**src/rtl/snmf_pkg.sv**
```systemverilog
`default_nettype none
package snmf_pkg;

   localparam int MAX_LEN     = 65536;
   localparam int MAX_PATTERN = 8;
   localparam int MAX_NTH     = 16;

   localparam int BYTE_W    = 8;
   localparam int PAT_W     = 64;
   localparam int PAT_LEN_W = 4;
   localparam int OCC_W     = 6;
   localparam int IDX_W     = 16;
   localparam int COUNT_W   = 17;

   localparam int WIN_W    = BYTE_W * MAX_PATTERN;
   localparam int WIN_AW   = (MAX_PATTERN > 1) ? $clog2(MAX_PATTERN) : 1;
   localparam int LEN_W    = $clog2(MAX_PATTERN + 1);
   localparam int POS_W    = $clog2(MAX_LEN) + 1;
   localparam int START_W  = $clog2(MAX_LEN);
   localparam int RING_AW  = (MAX_NTH > 1) ? $clog2(MAX_NTH) : 1;
   localparam int NTH_W    = ($clog2(MAX_NTH + 1) + 1 > OCC_W) ?
                             $clog2(MAX_NTH + 1) + 1 : OCC_W;

   localparam int CSR_DW = 64;
   localparam int CSR_AW = 5;

   typedef enum logic [1:0] {
      REG_PATTERN_BYTES  = 2'd0,
      REG_PATTERN_LENGTH = 2'd1,
      REG_OCCURRENCE     = 2'd2
   } csr_index_type;

   typedef struct packed {
      logic [PAT_W-1:0] pattern;
      logic [LEN_W-1:0] length;
      logic [OCC_W-1:0] occurrence;
   } cfg_type;

   typedef struct packed {
      logic               found;
      logic [IDX_W-1:0]   match_index;
      logic [COUNT_W-1:0] match_count;
      logic               overflow;
   } result_type;

endpackage
`default_nettype wire

```
**src/rtl/snmf_match.sv**
```systemverilog
`default_nettype none
module snmf_match (
   input  wire logic [snmf_pkg::WIN_W-1:0]  window,
   input  wire logic [snmf_pkg::BYTE_W-1:0] text_byte,
   input  wire logic [snmf_pkg::PAT_W-1:0]  pattern,
   input  wire logic [snmf_pkg::LEN_W-1:0]  length,
   output logic      [snmf_pkg::WIN_W-1:0]  window_next,
   output logic                             window_hit
);

   logic [snmf_pkg::WIN_AW-1:0] tap;

   // newest byte sits in the lowest lane, pattern byte 0 pairs with the oldest lane in use
   always_comb begin
      window_next = {window[snmf_pkg::WIN_W-snmf_pkg::BYTE_W-1:0], text_byte};
      window_hit  = 1'b1;
      tap         = '0;
      for (int j = 0; j < snmf_pkg::MAX_PATTERN; j++) begin
         if (snmf_pkg::LEN_W'(j) < length) begin
            tap = snmf_pkg::WIN_AW'(length - snmf_pkg::LEN_W'(j) - snmf_pkg::LEN_W'(1));
            if (window_next[snmf_pkg::BYTE_W*tap +: snmf_pkg::BYTE_W] !=
                pattern[snmf_pkg::BYTE_W*j +: snmf_pkg::BYTE_W]) begin
               window_hit = 1'b0;
            end
         end
      end
   end

endmodule
`default_nettype wire

```
**src/rtl/snmf_tracker.sv**
```systemverilog
`default_nettype none
module snmf_tracker (
   input  wire logic                             clock,
   input  wire logic                             reset,
   input  wire logic                             step,
   input  wire logic [snmf_pkg::BYTE_W-1:0]      text_byte,
   input  wire logic                             last_byte,
   input  wire snmf_pkg::cfg_type                cfg,
   output snmf_pkg::result_type                  result
);

   logic [snmf_pkg::WIN_W-1:0]   window_ff, window_in, window_next;
   logic [snmf_pkg::POS_W-1:0]   pos_ff, pos_in;
   logic [snmf_pkg::POS_W-1:0]   hits_ff, hits_in;
   logic                         lfound_ff, lfound_in;
   logic [snmf_pkg::START_W-1:0] lstart_ff, lstart_in;
   logic [snmf_pkg::RING_AW-1:0] head_ff, head_in;
   logic [snmf_pkg::POS_W-1:0]   nonov_ff, nonov_in;
   logic [snmf_pkg::POS_W-1:0]   next_start_ff, next_start_in;
   logic                         ovf_ff, ovf_in;
   logic [snmf_pkg::START_W-1:0] ring_ff [snmf_pkg::MAX_NTH];

   logic                         window_hit;
   logic                         live;
   logic                         hit;
   logic [snmf_pkg::POS_W-1:0]   pos_plus;
   logic [snmf_pkg::POS_W-1:0]   start;
   logic [snmf_pkg::POS_W-1:0]   hits_next;
   logic [snmf_pkg::OCC_W-2:0]   target;
   logic                         occ_neg;
   logic [snmf_pkg::OCC_W-1:0]   nth;
   logic [snmf_pkg::RING_AW-1:0] head_next;
   logic [snmf_pkg::NTH_W-1:0]   rd_sum;
   logic [snmf_pkg::RING_AW-1:0] rd_addr;
   logic                         nth_ok;
   logic [snmf_pkg::START_W-1:0] right_start;

   snmf_match u_match (
      .window      (window_ff),
      .text_byte   (text_byte),
      .pattern     (cfg.pattern),
      .length      (cfg.length),
      .window_next (window_next),
      .window_hit  (window_hit)
   );

   always_comb begin
      live      = pos_ff < snmf_pkg::POS_W'(snmf_pkg::MAX_LEN);
      pos_plus  = pos_ff + snmf_pkg::POS_W'(1);
      start     = pos_plus - snmf_pkg::POS_W'(cfg.length);
      hit       = live && (cfg.length != '0) &&
                  (pos_plus >= snmf_pkg::POS_W'(cfg.length)) && window_hit;
      hits_next = hit ? hits_ff + snmf_pkg::POS_W'(1) : hits_ff;
      occ_neg   = cfg.occurrence[snmf_pkg::OCC_W-1];
      target    = (cfg.occurrence == '0) ? (snmf_pkg::OCC_W-1)'(1) :
                  cfg.occurrence[snmf_pkg::OCC_W-2:0];
      if (!hit) begin
         head_next = head_ff;
      end else if (head_ff == snmf_pkg::RING_AW'(snmf_pkg::MAX_NTH - 1)) begin
         head_next = '0;
      end else begin
         head_next = head_ff + snmf_pkg::RING_AW'(1);
      end

      // right-hand lookup: n back from the slot after the newest entry
      nth    = ~cfg.occurrence + snmf_pkg::OCC_W'(1);
      nth_ok = (snmf_pkg::NTH_W'(nth) <= snmf_pkg::NTH_W'(snmf_pkg::MAX_NTH)) &&
               (snmf_pkg::POS_W'(nth) <= hits_next);
      rd_sum = snmf_pkg::NTH_W'(head_next) + snmf_pkg::NTH_W'(snmf_pkg::MAX_NTH) -
               snmf_pkg::NTH_W'(nth);
      if (rd_sum >= snmf_pkg::NTH_W'(snmf_pkg::MAX_NTH)) begin
         rd_sum = rd_sum - snmf_pkg::NTH_W'(snmf_pkg::MAX_NTH);
      end
      rd_addr = snmf_pkg::RING_AW'(rd_sum);
      if (hit && nth == snmf_pkg::OCC_W'(1)) begin
         right_start = snmf_pkg::START_W'(start);
      end else begin
         right_start = ring_ff[rd_addr];
      end

      window_in     = live ? window_next : window_ff;
      pos_in        = live ? pos_plus : pos_ff;
      hits_in       = hits_next;
      head_in       = head_next;
      ovf_in        = ovf_ff || !live;
      lfound_in     = lfound_ff;
      lstart_in     = lstart_ff;
      nonov_in      = nonov_ff;
      next_start_in = next_start_ff;
      if (hit && !occ_neg && !lfound_ff &&
          hits_next == snmf_pkg::POS_W'(target)) begin
         lfound_in = 1'b1;
         lstart_in = snmf_pkg::START_W'(start);
      end
      if (hit && start >= next_start_ff) begin
         nonov_in      = nonov_ff + snmf_pkg::POS_W'(1);
         next_start_in = start + snmf_pkg::POS_W'(cfg.length);
      end

      result.found       = occ_neg ? nth_ok : lfound_in;
      result.match_index = '0;
      if (occ_neg && nth_ok) begin
         result.match_index = snmf_pkg::IDX_W'(right_start);
      end else if (!occ_neg && lfound_in) begin
         result.match_index = snmf_pkg::IDX_W'(lstart_in);
      end
      result.match_count = snmf_pkg::COUNT_W'(nonov_in);
      result.overflow    = ovf_in;
   end

   always_ff @(posedge clock) begin
      if (reset || (step && last_byte)) begin
         window_ff     <= '0;
         pos_ff        <= '0;
         hits_ff       <= '0;
         lfound_ff     <= 1'b0;
         lstart_ff     <= '0;
         head_ff       <= '0;
         nonov_ff      <= '0;
         next_start_ff <= '0;
         ovf_ff        <= 1'b0;
      end else if (step) begin
         window_ff     <= window_in;
         pos_ff        <= pos_in;
         hits_ff       <= hits_in;
         lfound_ff     <= lfound_in;
         lstart_ff     <= lstart_in;
         head_ff       <= head_in;
         nonov_ff      <= nonov_in;
         next_start_ff <= next_start_in;
         ovf_ff        <= ovf_in;
      end
   end

   always_ff @(posedge clock) begin
      if (step && hit) begin
         ring_ff[head_ff] <= snmf_pkg::START_W'(start);
      end
   end

endmodule
`default_nettype wire

```
**src/rtl/substring_nth_match_finder.sv**
```systemverilog
`default_nettype none
// channel   direction  ports                                            handshake
// req       in         req_text_byte, req_last_byte                     req_valid / req_ready
// rsp       out        rsp_found, rsp_match_index, rsp_match_count,     rsp_valid / rsp_ready
//                      rsp_overflow
// csr       in/out     psel, penable, pwrite, paddr, pwdata, prdata     pready always high
//
// one text word per cycle while req_ready is high; the compare and counter update sit between the scan
// state and the result register, so a result shows in the cycle after its last word
// reset is synchronous and clears scan state and the result register, no clearing pass
// req_ready drops only while a finished result is held by a low rsp_ready
module substring_nth_match_finder (
   input  wire logic                              clock,
   input  wire logic                              reset,
   input  wire logic                              req_valid,
   output logic                                   req_ready,
   input  wire logic [snmf_pkg::BYTE_W-1:0]       req_text_byte,
   input  wire logic                              req_last_byte,
   output logic                                   rsp_valid,
   input  wire logic                              rsp_ready,
   output logic                                   rsp_found,
   output logic      [snmf_pkg::IDX_W-1:0]        rsp_match_index,
   output logic      [snmf_pkg::COUNT_W-1:0]      rsp_match_count,
   output logic                                   rsp_overflow,
   input  wire logic                              psel,
   input  wire logic                              penable,
   input  wire logic                              pwrite,
   input  wire logic [snmf_pkg::CSR_AW-1:0]       paddr,
   input  wire logic [snmf_pkg::CSR_DW-1:0]       pwdata,
   output logic      [snmf_pkg::CSR_DW-1:0]       prdata,
   output logic                                   pready
);

   logic [snmf_pkg::PAT_W-1:0]     pattern_ff, pattern_in;
   logic [snmf_pkg::PAT_LEN_W-1:0] plen_ff, plen_in;
   logic [snmf_pkg::OCC_W-1:0]     occ_ff, occ_in;
   logic                           rsp_valid_ff, rsp_valid_in;
   snmf_pkg::result_type           rsp_ff;
   snmf_pkg::result_type           result;
   snmf_pkg::cfg_type              cfg;
   snmf_pkg::csr_index_type        csr_index;
   logic                           csr_write;
   logic                           step;

   assign pready    = 1'b1;
   assign csr_index = snmf_pkg::csr_index_type'(paddr[snmf_pkg::CSR_AW-1:3]);
   assign csr_write = psel && penable && pwrite;

   always_comb begin
      pattern_in = pattern_ff;
      plen_in    = plen_ff;
      occ_in     = occ_ff;
      prdata     = '0;
      case (csr_index)
         snmf_pkg::REG_PATTERN_BYTES: begin
            prdata = pattern_ff;
            if (csr_write) pattern_in = pwdata;
         end
         snmf_pkg::REG_PATTERN_LENGTH: begin
            prdata = snmf_pkg::CSR_DW'(plen_ff);
            if (csr_write) plen_in = pwdata[snmf_pkg::PAT_LEN_W-1:0];
         end
         snmf_pkg::REG_OCCURRENCE: begin
            prdata = snmf_pkg::CSR_DW'(occ_ff);
            if (csr_write) occ_in = pwdata[snmf_pkg::OCC_W-1:0];
         end
         default: begin
            prdata = '0;
         end
      endcase
   end

   always_ff @(posedge clock) begin
      if (reset) begin
         pattern_ff <= '0;
         plen_ff    <= snmf_pkg::PAT_LEN_W'(1);
         occ_ff     <= snmf_pkg::OCC_W'(1);
      end else begin
         pattern_ff <= pattern_in;
         plen_ff    <= plen_in;
         occ_ff     <= occ_in;
      end
   end

   // pattern length saturates at the window size
   always_comb begin
      cfg.pattern    = pattern_ff;
      cfg.occurrence = occ_ff;
      if (plen_ff > snmf_pkg::PAT_LEN_W'(snmf_pkg::MAX_PATTERN)) begin
         cfg.length = snmf_pkg::LEN_W'(snmf_pkg::MAX_PATTERN);
      end else begin
         cfg.length = snmf_pkg::LEN_W'(plen_ff);
      end
   end

   assign req_ready = !rsp_valid_ff || rsp_ready;
   assign step      = req_valid && req_ready;

   snmf_tracker u_tracker (
      .clock     (clock),
      .reset     (reset),
      .step      (step),
      .text_byte (req_text_byte),
      .last_byte (req_last_byte),
      .cfg       (cfg),
      .result    (result)
   );

   always_comb begin
      if (step && req_last_byte) begin
         rsp_valid_in = 1'b1;
      end else if (rsp_ready) begin
         rsp_valid_in = 1'b0;
      end else begin
         rsp_valid_in = rsp_valid_ff;
      end
   end

   always_ff @(posedge clock) begin
      if (reset) begin
         rsp_valid_ff <= 1'b0;
      end else begin
         rsp_valid_ff <= rsp_valid_in;
      end
   end

   always_ff @(posedge clock) begin
      if (reset) begin
         rsp_ff <= '0;
      end else if (step && req_last_byte) begin
         rsp_ff <= result;
      end
   end

   assign rsp_valid       = rsp_valid_ff;
   assign rsp_found       = rsp_ff.found;
   assign rsp_match_index = rsp_ff.match_index;
   assign rsp_match_count = rsp_ff.match_count;
   assign rsp_overflow    = rsp_ff.overflow;

endmodule
`default_nettype wire

```
**config.mk**
```make
export PLATFORM = sky130hd
export DESIGN_NAME = substring_nth_match_finder
export DESIGN_NICKNAME = d
export VERILOG_FILES = /design/src/rtl/snmf_pkg.sv /design/src/rtl/snmf_match.sv /design/src/rtl/snmf_tracker.sv /design/src/rtl/substring_nth_match_finder.sv
export SDC_FILE = /design/constraint.sdc
export NUM_CORES = 1
export LEC_CHECK = 0
export ABC_AREA = 1
export BUFFER_PORTS_ARGS = -buffer_cell sky130_fd_sc_hd__buf_2
export CAP_MARGIN = 30
export CELL_PAD_IN_SITES_DETAIL_PLACEMENT = 1
export CELL_PAD_IN_SITES_GLOBAL_PLACEMENT = 1
export CORE_ASPECT_RATIO = 0.75
export CORE_MARGIN = 4
export CORE_UTILIZATION = 47
export CTS_BUF_LIST = sky130_fd_sc_hd__clkbuf_8
export DETAILED_ROUTE_END_ITERATION = 16
export PLACE_DENSITY_LB_ADDON = 0.3
export SKIP_CTS_REPAIR_TIMING = 1
export SKIP_LAST_GASP = 1
export SLEW_MARGIN = 20
export SYNTH_ARGS = -nofsm -noshare
export SYNTH_HDL_FRONTEND = slang
export SYNTH_SLANG_ARGS = --single-unit
```
**constraint.sdc**
```tcl
create_clock -name clock -period 7.8 [get_ports clock]
set_input_delay 1.56 -clock clock [delete_from_list [all_inputs] [get_ports clock]]
set_output_delay 1.56 -clock clock [all_outputs]
set_load 0.05 [all_outputs]
```
Word level (Yosys, flattened, before mapping):

Memory sizes are Yosys's and may differ from the RTL's.
Cells that the tools add are included.

* add/subtract/negate cells: 24
* $mul: 0
* div/mod/pow operators: 0
* order comparisons: 15
* equal/unequal tests: 13
* shifts and indexed selects: 8
* multiplexer cells: 34
* bitwise gates (word level): 1
* reduce and logical (&&, ||, !) cells: 32

Operator list (number)
* 64-bit by 7-bit variable part select with 8-bit output: 8
* 64-bit case mux with 3 select lines: 1
* 16-bit 2-to-1 mux: 4
* 8-bit != test: 8
* 17-bit by 1-bit adder with 17-bit output (second input constant): 3
* 17-bit 2-to-1 mux: 2
* 3-bit by 1-bit subtractor with 3-bit output (second input constant): 8
* 1-bit 2-to-1 mux: 22
* 17-bit by 4-bit adder with 17-bit output: 1
* 17-bit by 5-bit equality test with 1-bit output: 1
* 17-bit >= comparator: 1
* 17-bit by 4-bit >= comparator with 1-bit output: 1
* 6-bit by 17-bit less-or-equal comparator with 1-bit output: 1
* 17-bit less-than comparator (second input constant): 1
* 17-bit by 4-bit subtractor with 17-bit output: 1
* 1-bit logical AND: 16
* 3-bit by 4-bit less-than comparator with 1-bit output (first input constant): 4
* 4-bit 2-to-1 mux: 4
* 3-bit subtractor (second input constant): 4
* 2-bit AND reduction: 5
* 1-bit by 4-bit less-than comparator with 1-bit output (first input constant): 2
* 2-bit by 4-bit less-than comparator with 1-bit output (first input constant): 2
* 4-bit by 5-bit adder with 6-bit output (second input constant): 1
* 6-bit by 1-bit adder with 6-bit output (second input constant): 1
* other kinds (19): 25

* bits in registers: 256
* latch bits: 0
* bits in writable memories: 256
* ROM bits: 0
* memories kept: 1

Memory list
* u_tracker.ring_ff: depth 16, bits a word 16, read ports 1, clocked after Yosys merged registers in 0, wr ports 1, line snmf_tracker.sv:21 `logic [snmf_pkg::START_W-1:0] ring_ff [snmf_pkg::MAX_NTH];`

Longest topological paths before layout:

An unclocked memory read counts as a cell.

* depth after elaboration: 30
* gate-level depth with buffers: 40
* mapped depth without buffers: 36

By module:

From an unflattened synthesis, not the netlist that was laid out.

* cell total of the unflattened synthesis: 4088
* area total of the unflattened synthesis: 29813.6 um^2

Modules (own cells, without submodules)
* snmf_tracker: times used 1, cells an instance 2200, area each 19794.0 um^2
* substring_nth_match_finder: times used 1, cells an instance 930, area each 5539.1 um^2
* snmf_match: times used 1, cells an instance 958, area each 4480.5 um^2

Worst setup path before layout:

No wires, ideal clock.

* path type: register to register
* from: reg plen_ff[3] (netlist name)
* to: reg u_tracker.nonov_ff[15] (netlist name)
* arrival: 5378 ps
* required time: 7687 ps
* slack: 2309 ps
* stages on the path, launching flop included: 33
* path buffers: 2
* period minus slack after synthesis: 5491 ps
* cell sequence: dfxtp_1 buf_6 nor2_4 buf_2 ha_1 inv_1 fa_1 nand2_1 a21oi_1 nor2_1 nand2_1 nor2_1 nand2_1 nor3_1 nand2_1 nor3_1 xor2_1 ha_1 inv_1 nor4_1 a31oi_1 o211ai_1 nand2_1 nor2_1 nand2_1 nor2_1 nand2_1 nor2_1 nand2_1 o21ai_1 nand2_1 o21ai_1 inv_1

* elaborated cells between the ends (all ways): 65

RTL lines
* start: declaration: line substring_nth_match_finder.sv:35 `logic [snmf_pkg::PAT_LEN_W-1:0] plen_ff, plen_in;`
* start signal: assignment: line substring_nth_match_finder.sv:76 `plen_ff <= snmf_pkg::PAT_LEN_W'(1);`
* start signal: assignment: line substring_nth_match_finder.sv:80 `plen_ff <= plen_in;`
* 4-bit greater-than comparator: line substring_nth_match_finder.sv:89 `if (plen_ff > snmf_pkg::PAT_LEN_W'(snmf_pkg::MAX_PATTERN)) begin`
* 4-bit 2-to-1 mux *: line substring_nth_match_finder.sv:89
* 17-bit by 4-bit subtractor with 17-bit output *: line snmf_tracker.sv:50 `start = pos_plus - snmf_pkg::POS_W'(cfg.length);`
* named net u_tracker.start (one bit): line snmf_tracker.sv:27 `logic [snmf_pkg::POS_W-1:0] start;`
* 17-bit >= comparator *: line snmf_tracker.sv:95 `if (hit && start >= next_start_ff) begin`
* 1-bit logical AND *: line snmf_tracker.sv:95
* 17-bit 2-to-1 mux *: line snmf_tracker.sv:95
* end signal: assignment: line snmf_tracker.sv:129 `nonov_ff <= nonov_in;`
* end: declaration: line snmf_tracker.sv:18 `logic [snmf_pkg::POS_W-1:0] nonov_ff, nonov_in;`

The timed path passes the listed nets; every way through them passes the cells marked *.
A chain may end at the register's enable or synchronous reset.

Final worst setup path:

* from: reg plen_ff[3] (netlist name)
* to: reg rsp_ff (netlist bit rsp_match_index[14])

* word-level cells in the longest chain between the ends: 30
* elaborated cells between the ends (all ways): 84

RTL lines
* 4-bit greater-than comparator: line substring_nth_match_finder.sv:89
* 4-bit 2-to-1 mux *: line substring_nth_match_finder.sv:89
* parallel branches: the longest is 19 deep, another holds 3-bit by 1-bit subtractor with 3-bit output
* 1-bit logical AND *: line snmf_tracker.sv:52 `(pos_plus >= snmf_pkg::POS_W'(cfg.length)) && window_hit;`
* 4-bit 2-to-1 mux *: line snmf_tracker.sv:57 `if (!hit) begin`
* named net u_tracker.head_in (one bit): line snmf_tracker.sv:17 `logic [snmf_pkg::RING_AW-1:0] head_ff, head_in;`
* 4-bit by 5-bit adder with 6-bit output *: line snmf_tracker.sv:69 `rd_sum = snmf_pkg::NTH_W'(head_next) + snmf_pkg::NTH_W'(snmf_pkg::MAX_NTH) -`
* 6-bit subtractor *: line snmf_tracker.sv:69
* 6-bit by 5-bit >= comparator with 1-bit output / 4-bit by 1-bit subtractor with 4-bit output (equally long branches): line snmf_tracker.sv:71, snmf_tracker.sv:72
* 4-bit 2-to-1 mux *: line snmf_tracker.sv:71 `if (rd_sum >= snmf_pkg::NTH_W'(snmf_pkg::MAX_NTH)) begin`
* memory 16 x 16 bit *
* 16-bit 2-to-1 mux *: line snmf_tracker.sv:75 `if (hit && nth == snmf_pkg::OCC_W'(1)) begin`
* 16-bit 2-to-1 mux *: line snmf_tracker.sv:102 `if (occ_neg && nth_ok) begin`
* end signal: assignment: line substring_nth_match_finder.sv:131 `rsp_ff <= result;`
* end: declaration: line substring_nth_match_finder.sv:38 `snmf_pkg::result_type rsp_ff;`

Mark *: on every way through the listed nets, which the timed path passes.

==> impl_metrics.env <==
export IMPL_status="complete, no violations"
export IMPL_worstMarginPinSlew_ns=0.981
export IMPL_powerDensity_nw_per_um2=226
export IMPL_start_util_pct=47.6
export IMPL_cp_slowest_stage_delay_ns=0.48
export IMPL_rsz0062_at_grt="no"
export IMPL_regToRegEndpoint="rsp_match_index[14]"
export IMPL_clkSlewWorstSetupHoldPaths_ns=0.06
export IMPL_cp_required_ns=8.36
export IMPL_layout_common_cells="nand2_1, nand3_1, o21ai_0"
export IMPL_synth_edf_count=256
export IMPL_cpMostUsedCell="nand2_1"
export IMPL_worstPathMaxFanout=47
export IMPL_routed_wl_mm=102
export IMPL_fin_nets=3732
export IMPL_core_area_um2=55900
export IMPL_cp_arrival_ns=8.09
export IMPL_n_antenna_cell=0
export IMPL_ir_drop_uv=130
export IMPL_place_ws_ns=0.371
export IMPL_clock_latency_ns=0.71
export IMPL_clock_tree_root_cell="clkbuf_8"
export IMPL_synth_seq_cells=512
export IMPL_r2r_setup_slack_ns=0.27
export IMPL_reg2reg_from="plen_ff[3]"
export IMPL_syn_area_um2=26600
export IMPL_clkSinkCount=512
export IMPL_cts_tree="yes"
export IMPL_first_global_vias=26100
export IMPL_drt_iter0_markers=2798
export IMPL_die_h_um=214
export IMPL_yosys_cell_types_count=47
export IMPL_timing_fmax_mhz=133
export IMPL_ios=187
export IMPL_area_growth_pct=12.6
export IMPL_die_area_um2=60500
export IMPL_place_area_um2=28300
export IMPL_min_from="u_tracker.lstart_ff[3]"
export IMPL_slew_viol_final=0
export IMPL_ys_seq_area_share_pct=48.2
export IMPL_skew_ns=0.0505
export IMPL_post_route_period_util_pct=96.5
export IMPL_hpwl_mm=72.6
export IMPL_rows=75
export IMPL_maxSlewHeadroom_pct=34.5
export IMPL_min_path_type="reg -> reg"
export IMPL_power_total_mw=6.78
export IMPL_track_usage_pct=33.0
export IMPL_setup_viol=0
export IMPL_yosys_most_used_dff="edfxtp_1"
export IMPL_avgSynthCellArea_um2=7.72
export IMPL_cp_end_kind="register"
export IMPL_syn_inst=3446
export IMPL_grt_remaining_overflow=0
export IMPL_tns_ns=0
export IMPL_layout_drive_gt1_share_pct=11.2
export IMPL_gp_congestion=1.01
export IMPL_grt_pass1_wl_mm=154
export IMPL_async_flop_share_pct=0
export IMPL_ant_nets=0
export IMPL_r2r_cells=33
export IMPL_hold_viol=0
export IMPL_wl_per_cell_um=23.3
export IMPL_routed_via_density=5.92
export IMPL_slowest_stage="buf_4"
export IMPL_whs_endpoint="u_tracker.lstart_ff[3]"
export IMPL_critical_path_class="reg -> reg"
export IMPL_grt_start_max_net_pins=129
export IMPL_first_pass_iters=5
export IMPL_holdPathStages=2
export IMPL_design_area_um2=30000
export IMPL_drc=0
export IMPL_final_min_clock_period_ns=7.53
export IMPL_port_buffers=182
export IMPL_syn_nets=3582
export IMPL_cts_buffers=83
export IMPL_antenna_found_initial=3
export IMPL_cts_buffer_depth=3
export IMPL_critPathLaunchType="register"
export IMPL_vias=26000
export IMPL_leakagePower_nw=12.6
export IMPL_fin_ws_ns=0.270
export IMPL_ys_warn_count=0
export IMPL_fp_dieW_um=283
export IMPL_cts_htree_levels=3
export IMPL_cap_violations=0
export IMPL_layout_commonest_cell="nand2_1"
-- where the power goes --
| group | switching [mW] | internal [mW] | leakage [nW] |
|---|---|---|---|
| sequential | 0.0463 | 2.95 | 4.42 |
| clock | 1.16 | 1.20 | 0.942 |
| combinational | 1.05 | 0.367 | 7.26 |
| total | 2.26 | 4.52 | 12.6 |
-- synthesized netlist by cell type, types with 19 or more instances --
library cell    n  area share (%)
o221ai_1       23            0.76
nand2_1       810              11
a21oi_1       270             5.1
inv_1         295             4.2
nor3_1         19            0.36
o21ai_0       361             6.8
nand3_1       390             7.3
clkbuf_1      135             1.9
dfxtp_1       256              19
buf_2          32            0.60
xor2_1         42             1.4
ha_1           48             2.3
nor2_1        304             4.3
edfxtp_1      256              29
o22ai_1        34            0.80
nand4_1        42            0.99
-- routing by layer --
| metal | share of wire [%] | vias to the layer above | GRT usage [%] |
|---|---|---|---|
| met5 | 0.040 | - | 0 |
| met4 | 1.9 | 6 | 6.97 |
| li1 | - | 12000 | - |
| met3 | 11 | 150 | 9.35 |
| met2 | 42 | 1103 | 47.9 |
| met1 | 45 | 12800 | 49.3 |
-- area by class of cell --
cell class / instances / area [µm²]
Timing Repair Buffer: 251 / 1510
Fill cell: 7055 / 26000
Clock buffer: 97 / 1340
Tap cell: 731 / 915
Multi-Input combinational cell: 2437 / 11900
Clock inverter: 51 / 300
Inverter: 311 / 1180
Sequential cell: 512 / 12800
-- flip-flops by register name (all words and copies together) (netlist names), 17 cells and up --
register	flops
pattern_ff	64
u_tracker.window_ff	56
u_tracker.pos_ff	17
u_tracker.ring_ff	256
u_tracker.hits_ff	17
u_tracker.nonov_ff	17
rsp_match_count	17
u_tracker.next_start_ff	17
-- worst max-delay path by stage --
| stage | start | endpoint | slack (ns) | cells past startpoint |
|---|---|---|---|---|
| after detailed placement | req_text_byte[2] | rsp_match_index[9] | 0.37 | 32 |
| after global placement | req_text_byte[2] | rsp_match_index[9] | 0.54 | 32 |
| after CTS | plen_ff[3] | rsp_match_index[11] | 0.39 | 35 |
| final | plen_ff[3] | rsp_match_index[14] | 0.27 | 33 |
| after floorplan | plen_ff[3] | u_tracker.nonov_ff[15] | 2.31 | 32 |
| after global routing | plen_ff[3] | rsp_match_index[8] | 0.04 | 34 |
-- kinds of logic (layout without fill, tap and decap cells) --
group           Yosys count  count (layout)  share of synthesized area, %
fa+ha+maj                51              51                          2.48
buf+inv                 497             710                          7.31
flops                   512             512                          48.2
simple gates           1589            1589                          25.1
xor+xnor                 56              56                          1.84
compound gates          739             739                          15.0
mux                       1               1                        0.0376
other cells               1               1                        0.0141
-- stage by stage --
stage	utilization, %	cells	hold WS [ns]
global placement	50.5	4238	0.438
global route	53.6	4390	0.489
finish	53.6	4390	0.467
detailed placement	50.5	4239	0.454
floorplan	-	3446	0.432
CTS	53.4	4387	0.466
-- worst max-delay path: cells and delay by family (launching register included) --
family	cells	cell delay (ns)
flip-flops	1	0.46
adder cells (fa/ha/maj)	3	0.89
AND/OR/NAND/NOR	17	2.46
XOR/XNOR	2	0.51
AO/OA/AOI/OAI	3	0.66
buffers and inverters	8	2.35
(Power assumes the default switching activity.)
